--- config.mk ---
export PLATFORM = sky130hd
export DESIGN_NAME = clock_time_set_editor
export DESIGN_NICKNAME = d
export VERILOG_FILES = /design/src/ctse_pkg.sv /design/src/ctse_step.sv /design/src/clock_time_set_editor.sv
export SDC_FILE = /design/constraint.sdc
export NUM_CORES = 1
export LEC_CHECK = 0
export BUFFER_PORTS_ARGS = -buffer_cell sky130_fd_sc_hd__buf_2
export CAP_MARGIN = 20
export CORE_ASPECT_RATIO = 0.5
export CORE_MARGIN = 1.5
export CORE_UTILIZATION = 40
export DETAILED_ROUTE_END_ITERATION = 7
export PLACE_DENSITY_LB_ADDON = 0.1
export SLEW_MARGIN = 15
export SYNTH_ARGS = -nofsm -noshare
export SYNTH_HDL_FRONTEND = slang
export SYNTH_SLANG_ARGS = --single-unit
--- constraint.sdc ---
create_clock -name clk -period 7.2 [get_ports clk]
set_input_delay 0.72 -clock clk [delete_from_list [all_inputs] [get_ports clk]]
set_output_delay 0.72 -clock clk [all_outputs]
set_load 0.02 [all_outputs]
--- src/ctse_pkg.sv ---
// Shared types, codes and helpers for the clock time-set editor.
package ctse_pkg;

	localparam logic [3:0] KEY_INC    = 4'd1;
	localparam logic [3:0] KEY_NEXT   = 4'd2;
	localparam logic [3:0] KEY_SAVE   = 4'd11;
	localparam logic [3:0] KEY_CANCEL = 4'd12;

	localparam logic [1:0] FIELD_HOUR = 2'd0;
	localparam logic [1:0] FIELD_MIN  = 2'd1;
	localparam logic [1:0] FIELD_SEC  = 2'd2;

	localparam logic [1:0] ACT_DRAW   = 2'd0;
	localparam logic [1:0] ACT_BLANK  = 2'd1;
	localparam logic [1:0] ACT_NONE   = 2'd2;
	localparam logic [1:0] ACT_EXITED = 2'd3;

	localparam logic [5:0] HOUR_MAX   = 6'd23;
	localparam logic [7:0] MINSEC_MAX = 8'd59;

	localparam logic [9:0] SHOW_RESET   = 10'd500;
	localparam logic [9:0] PERIOD_RESET = 10'd1000;

	localparam int unsigned IN_DATA_W  = 32;
	localparam int unsigned OUT_DATA_W = 56;

	typedef struct packed {
		logic       session_start;
		logic [7:0] rtc_hour_reg;
		logic [7:0] rtc_minute_reg;
		logic [7:0] rtc_second_reg;
		logic [3:0] key_code;
	} item_t;

	typedef struct packed {
		logic [5:0] hours;
		logic [7:0] minutes;
		logic [7:0] seconds;
		logic [1:0] field;
		logic [9:0] blink;
	} state_t;

	typedef struct packed {
		logic [9:0] show;
		logic [9:0] period;
	} cfg_t;

	typedef struct packed {
		logic [5:0] hours_value;
		logic [7:0] minutes_value;
		logic [7:0] seconds_value;
		logic [1:0] selected_field;
		logic [1:0] display_action;
		logic       save_strobe;
		logic       exit_strobe;
		logic [7:0] hours_bcd_out;
		logic [7:0] minutes_bcd_out;
		logic [7:0] seconds_bcd_out;
	} result_t;

	// Binary to two BCD nibbles; divide by 10 as multiply by 205, shift 11 (exact below 1029)
	function automatic logic [7:0] to_bcd(input logic [7:0] v);
		logic [15:0] p;
		logic [4:0]  q;
		logic [7:0]  tens_x10;
		logic [7:0]  r;
		p        = {8'd0, v} * 16'd205;
		q        = p[15:11];
		tens_x10 = {q[4:0], 3'b000} + {2'b00, q[4:0], 1'b0};
		r        = v - tens_x10;
		return {q[3:0], r[3:0]};
	endfunction

endpackage

--- src/ctse_step.sv ---
// Next-state and result logic for one editor step.
module ctse_step (
	input  ctse_pkg::item_t   item,
	input  ctse_pkg::state_t  cur,
	input  ctse_pkg::cfg_t    cfg,
	output ctse_pkg::state_t  nxt,
	output ctse_pkg::result_t res
);
	import ctse_pkg::*;

	logic [1:0]  h_tens;
	logic [5:0]  ld_hours;
	logic [7:0]  ld_minutes;
	logic [7:0]  ld_seconds;
	logic [5:0]  h_cur;
	logic [7:0]  m_cur;
	logic [7:0]  s_cur;
	logic [6:0]  h_inc;
	logic [8:0]  m_inc;
	logic [8:0]  s_inc;
	logic [10:0] blink_inc;
	logic        quit;
	logic        save;

	always_comb begin
		h_tens = item.rtc_hour_reg[6] ? {1'b0, item.rtc_hour_reg[4]} : item.rtc_hour_reg[5:4];
		ld_hours = {1'b0, h_tens, 3'b000} + {3'b000, h_tens, 1'b0}
			+ {2'b00, item.rtc_hour_reg[3:0]};
		ld_minutes = {1'b0, item.rtc_minute_reg[7:4], 3'b000}
			+ {3'b000, item.rtc_minute_reg[7:4], 1'b0} + {4'b0000, item.rtc_minute_reg[3:0]};
		ld_seconds = {1'b0, item.rtc_second_reg[7:4], 3'b000}
			+ {3'b000, item.rtc_second_reg[7:4], 1'b0} + {4'b0000, item.rtc_second_reg[3:0]};

		h_cur = item.session_start ? ld_hours   : cur.hours;
		m_cur = item.session_start ? ld_minutes : cur.minutes;
		s_cur = item.session_start ? ld_seconds : cur.seconds;

		h_inc     = {1'b0, h_cur} + 7'd1;
		m_inc     = {1'b0, m_cur} + 9'd1;
		s_inc     = {1'b0, s_cur} + 9'd1;
		blink_inc = {1'b0, cur.blink} + 11'd1;

		quit = (item.key_code == KEY_SAVE) || (item.key_code == KEY_CANCEL);
		save = (item.key_code == KEY_SAVE);

		nxt.hours   = h_cur;
		nxt.minutes = m_cur;
		nxt.seconds = s_cur;
		nxt.field   = cur.field;
		nxt.blink   = cur.blink;
		res.display_action = ACT_EXITED;

		if (!quit) begin
			if (item.key_code == KEY_INC) begin
				case (cur.field)
					FIELD_HOUR: nxt.hours   = (h_inc > {1'b0, HOUR_MAX}) ? 6'd0 : h_inc[5:0];
					FIELD_MIN:  nxt.minutes = (m_inc > {1'b0, MINSEC_MAX}) ? 8'd0 : m_inc[7:0];
					FIELD_SEC:  nxt.seconds = (s_inc > {1'b0, MINSEC_MAX}) ? 8'd0 : s_inc[7:0];
					default:    ;
				endcase
			end else if (item.key_code == KEY_NEXT) begin
				nxt.field = (cur.field >= FIELD_SEC) ? FIELD_HOUR : cur.field + 2'd1;
			end

			if (cur.blink < cfg.show) begin
				nxt.blink = blink_inc[9:0];
				res.display_action = ACT_DRAW;
			end else if (blink_inc < {1'b0, cfg.period}) begin
				nxt.blink = blink_inc[9:0];
				res.display_action = ACT_BLANK;
			end else begin
				nxt.blink = 10'd0;
				res.display_action = ACT_NONE;
			end
		end

		res.hours_value     = nxt.hours;
		res.minutes_value   = nxt.minutes;
		res.seconds_value   = nxt.seconds;
		res.selected_field  = nxt.field;
		res.save_strobe     = save;
		res.exit_strobe     = quit;
		res.hours_bcd_out   = save ? to_bcd({2'b00, h_cur}) : 8'd0;
		res.minutes_bcd_out = save ? to_bcd(m_cur) : 8'd0;
		res.seconds_bcd_out = save ? to_bcd(s_cur) : 8'd0;
	end

endmodule

--- src/clock_time_set_editor.sv ---
// Top level of the clock time-set editor: stream channels, APB registers, edit state.
//
// Channel   Dir  Payload
// s_*       in   tdata: hour reg, minute reg, second reg, key code; tuser: session start
// m_*       out  tdata: values, field, action, BCD outputs; tuser: save, exit strobes
// apb       in   blink_show_steps at 0x0, blink_period_steps at 0x4
//
// One transfer in gives one transfer out, through the input register and then
// the result register; one item per cycle sustained while m_tready is high.
// The edit state updates as an item leaves the input register. arst_n clears
// state, valids and the registers to 500/1000. A stalled m_tready holds the
// result and fills the input register before s_tready drops.
module clock_time_set_editor (
	input  logic                                 clk,
	input  logic                                 arst_n,
	input  logic                                 s_tvalid,
	output logic                                 s_tready,
	// [7:0] rtc_hour_reg, [15:8] rtc_minute_reg, [23:16] rtc_second_reg, [27:24] key_code
	input  logic [ctse_pkg::IN_DATA_W-1:0]       s_tdata,
	// [0] session_start
	input  logic                                 s_tuser,
	output logic                                 m_tvalid,
	input  logic                                 m_tready,
	// [5:0] hours_value, [13:6] minutes_value, [21:14] seconds_value,
	// [23:22] selected_field, [25:24] display_action, [33:26] hours_bcd_out,
	// [41:34] minutes_bcd_out, [49:42] seconds_bcd_out
	output logic [ctse_pkg::OUT_DATA_W-1:0]      m_tdata,
	// [0] save_strobe, [1] exit_strobe
	output logic [1:0]                           m_tuser,
	input  logic                                 psel,
	input  logic                                 penable,
	input  logic                                 pwrite,
	input  logic [2:0]                           paddr,
	input  logic [31:0]                          pwdata,
	output logic [31:0]                          prdata,
	output logic                                 pready
);
	import ctse_pkg::*;

	cfg_t    cfg_q;
	state_t  state_q;
	state_t  state_nxt;
	item_t   item_s1;
	logic    valid_s1;
	result_t res;
	result_t res_s2;
	logic    valid_s2;
	logic    adv_s1;
	logic    cfg_wr;

	assign pready = 1'b1;
	assign cfg_wr = psel && penable && pwrite && pready;
	assign prdata = paddr[2] ? {22'd0, cfg_q.period} : {22'd0, cfg_q.show};

	always_ff @(posedge clk or negedge arst_n) begin
		if (!arst_n) begin
			cfg_q.show   <= SHOW_RESET;
			cfg_q.period <= PERIOD_RESET;
		end else if (cfg_wr) begin
			if (paddr[2]) cfg_q.period <= pwdata[9:0];
			else          cfg_q.show   <= pwdata[9:0];
		end
	end

	assign adv_s1   = valid_s1 && (!valid_s2 || m_tready);
	assign s_tready = !valid_s1 || adv_s1;

	always_ff @(posedge clk or negedge arst_n) begin
		if (!arst_n) begin
			valid_s1 <= 1'b0;
		end else if (s_tready) begin
			valid_s1 <= s_tvalid;
		end
	end

	always_ff @(posedge clk) begin
		if (s_tvalid && s_tready) begin
			item_s1.session_start  <= s_tuser;
			item_s1.rtc_hour_reg   <= s_tdata[7:0];
			item_s1.rtc_minute_reg <= s_tdata[15:8];
			item_s1.rtc_second_reg <= s_tdata[23:16];
			item_s1.key_code       <= s_tdata[27:24];
		end
	end

	ctse_step u_step (
		.item (item_s1),
		.cur  (state_q),
		.cfg  (cfg_q),
		.nxt  (state_nxt),
		.res  (res)
	);

	always_ff @(posedge clk or negedge arst_n) begin
		if (!arst_n) begin
			state_q  <= '0;
			valid_s2 <= 1'b0;
		end else begin
			if (adv_s1) begin
				state_q <= state_nxt;
			end
			if (adv_s1) begin
				valid_s2 <= 1'b1;
			end else if (m_tready) begin
				valid_s2 <= 1'b0;
			end
		end
	end

	always_ff @(posedge clk) begin
		if (adv_s1) begin
			res_s2 <= res;
		end
	end

	assign m_tvalid = valid_s2;
	assign m_tdata  = {6'd0, res_s2.seconds_bcd_out, res_s2.minutes_bcd_out,
		res_s2.hours_bcd_out, res_s2.display_action, res_s2.selected_field,
		res_s2.seconds_value, res_s2.minutes_value, res_s2.hours_value};
	assign m_tuser  = {res_s2.exit_strobe, res_s2.save_strobe};

endmodule
==> flow_summary_export.csv <==
group,metric,value,unit
flow_run,drv_cap,0,
drt,wl_per_cell,15.7,um
cts,numCtsBuffers,17,
synthesis,async_flop_share,0.415,
final_layout,fill_cells,2390,
final_layout,layout.nets,1333,
placement,dp_hpwl,17500,um
setup_path,cp-start-kind,"flip-flop",
synthesis,yosysMostFrequentCell,"ha_1",
floorplanning,rows,41,
timing,max_freq,0.146,GHz
grt,overflow,0,
drt,post_drt_via_cell_ratio,4.96,
timing,worstMarginPinSlew,1.03,ns
synthesis,synth_edf_count,79,
grt,antenna_found_initial,0,
synthesis,netlist_instances,967,
grt,grt_pass1_wl,36700,um
floorplanning,die_x,230,um
final_layout,stdcell_count,1438,
floorplanning,coreArea,0.0252,mm^2
synthesis,synth_common_cells,"147 x ha_1, 135 x inv_1, 79 x edfxtp_1",
setup_path,end_kind,"flip-flop",
timing,skew,0.00823,ns
final_layout,regArea,0.00379,mm^2
placement,routabilityCongestion,0.852,
synthesis,syn_area,0.0103,mm^2
drt,drc,0,
floorplanning,initial_core_util,0.408,
cts,cts_resized,0,
grt,grt_max_degree,57,
timing,setup_tns,0,ns
timing,timing.slew.headroom,0.308,
cts,cts_setup_buffers,0,
cts,htreeDepth,4,
setup_path,cp.arrival,7.04,ns
synthesis,yosysTopAreaCell,"edfxtp_1",
final_layout,drive_gt1_frac,0.212,
synthesis,yosys.area_share.simple,0.0999,
final_layout,multi_input_area,0.00580,mm^2
drt,first_iter_violations,370,
synthesis,ys.flop_type,"edfxtp_1",
synthesis,synth_fa_ha_area_frac,0.239,
floorplanning,die_h,117,um
synthesis,yosys.area_share.xor_xnor,0.0469,
setup_path,reg2reg_from,"item_s1[18]",
synthesis,syn_area_per_cell,10.7,um^2
synthesis,ys_seq_area_frac,0.368,
setup_path,rrSetupSlack,0.34,ns
final_layout,area_delta_synth_final,13.4,%
placement,place_inst,1405,
cts,cts-root-buf,"clkbuf_16",
drt,dr.pass1.iters,4,
timing,fin_crit_sh,0.952,
floorplanning,dieArea,0.0268,mm^2
synthesis,synth_compound_area_frac,0.100,
grt,grt_use_total,0.178,
setup_path,cp_max_fo,3,
placement,port_buffers,108,
timing,hold_viol,0,
drt,wirelength,22600,um
cts,cts_max_path_buffers,2,
synthesis,ys_ff_latch,135,
min_path,hp-class,"input port to asynchronous set/reset pin",
run_status,status,"finished, final reports clean",
synthesis,synth.top_cells.by_area,"edfxtp_1 23%, ha_1 18%, dfrtp_1 11%",
grt,first_global_vias,7082,
cts,clock_sinks,135,
synthesis,synth_top_area_frac,0.230,
setup_path,ff2ff_path_depth,25,
cts,holdBufCountCts,0,
floorplanning,ios,168,
timing,finalMaxSlewViolations,0,
drt,antenna_left,0,
synthesis,muxShareOfSynthArea,0.0641,
setup_path,r2r_end,"m_tdata[37]",
cts,worstSkewPairLatency,0.44,ns
power,p_leak,5.55,nW
synthesis,synth-warning-count,0,
timing,final.min_clock_period,6.86,ns
synthesis,synthDistinctLibCells,74,
timing,whs,0.441,ns
power,ir_worst_vdd,0.292,mV
cts,cts_tree,"built",
setup_path,path_class,"flip-flop to flip-flop",
cts,clk_pin_slew_worst_paths,0.06,ns
synthesis,synth_top_family_by_area,"adder cells",
setup_path,cp.required,7.38,ns
drt,vias,7127,
power,power_per_cell_area,502,mW/mm^2
timing,setup_violations,0,
==> report_power, final <==
| part | switching, W | internal [W] |
|---|---|---|
| registers | 0.000105 | 0.00102 |
| clock network | 0.000349 | 0.000493 |
| logic | 0.00213 | 0.00177 |
==> critical path, cell delays in order, from the launching register on <==
cell       delay [ns]
edfxtp_1         0.41
inv_1            0.09
fa_1             0.46
fa_1             0.49
nor2b_1          0.17
or4_1            0.13
and3_1           0.18
inv_1            0.10
ha_1             0.31
inv_1            0.06
fa_1             0.55
inv_1            0.06
fa_1             0.51
inv_1            0.06
fa_1             0.52
inv_1            0.04
ha_1             0.30
a2111oi_1        0.43
o21ai_1          0.14
o22ai_2          0.24
o21bai_1         0.10
xor2_1           0.28
ha_1             0.32
a21oi_1          0.17
xnor2_1          0.14
mux2_2           0.35
==> registers in the layout, indices dropped and copies added (netlist names) <==
| name | flops |
|---|---|
| item_s1 | 28 |
| m_tvalid | 1 |
| m_tdata | 49 |
| valid_s1 | 1 |
| m_tuser | 2 |
| state_q | 34 |
| cfg_q | 20 |
==> stage by stage <==
step                      total power, W  setup slack (ns)  utilization  area, um^2
final                            0.00587             0.345        0.463       11700
after detailed placement         0.00500             0.355        0.440       11100
after global routing             0.00657           -0.0255        0.463       11700
after CTS                        0.00591             0.282        0.462       11700
after global placement           0.00493             0.399        0.440       11100
after floorplan                  0.00415             0.724            -       10400
==> final cells by class <==
| class | count | area share |
|---|---|---|
| antenna | 1 | 0.000214 |
| clock inverter | 12 | 0.00867 |
| inverter | 137 | 0.0441 |
| multi-input combinational | 673 | 0.496 |
| timing repair buffer | 116 | 0.0514 |
| clock buffer | 20 | 0.0392 |
| tap | 344 | 0.0368 |
| sequential | 135 | 0.324 |
==> layout by cell type, fill, tap and decap left out, types with 5 or more instances in the layout <==
master	instances
ha_1	147
inv_1	135
buf_2	108
edfxtp_1	79
nand2_1	75
mux2_2	45
dfrtp_1	44
nor2_1	37
o21ai_0	31
fa_1	31
conb_1	30
xor2_1	25
xnor2_1	25
nand3_1	22
a21oi_1	21
clkbuf_16	18
and2_1	13
dfstp_2	12
nand2b_1	10
a21o_1	10
o21a_1	9
mux2i_1	8
buf_4	8
a211oi_1	7
a2111oi_0	7
clkinv_2	7
or2_2	6
and3_1	6
o21ai_1	6
nor2b_1	6
nand3b_1	6
a22o_1	5
nand4_1	5
nor3_1	5
or3_1	5
o22ai_1	5
==> logic make-up (layout without fill, tap and decap cells) <==
logic type	Yosys count	in the layout
adder cells (fa/ha/maj)	178	178
flip-flops	135	135
AO/OA/AOI/OAI	147	147
buffers and inverters	187	285
AND/OR/NAND/NOR	209	209
other	2	31
multiplexers	57	57
XOR/XNOR	52	52
==> per-layer routing <==
metal,vias up,track usage,part of all wire,wire length (um)
li1,3542,-,-,-
met1,3473,0.229,0.48,10900
met2,93,0.303,0.48,10800
met3,19,0.0444,0.031,692
met4,0,0.0427,0.0090,204
met5,-,0,0,0
==> how the worst max path moves through the flow <==
stage                startpoint          end  slack [ns]  cells past startpoint
floorplan           item_s1[16]  m_tdata[37]        0.72                     26
global placement    item_s1[16]  m_tdata[37]        0.40                     25
detailed placement  item_s1[16]  m_tdata[37]        0.36                     25
CTS                 item_s1[16]  m_tdata[37]        0.28                     25
global route        item_s1[16]  m_tdata[37]       -0.03                     25
finish              item_s1[18]  m_tdata[37]        0.34                     25
Power figures use the tool's default switching activity.
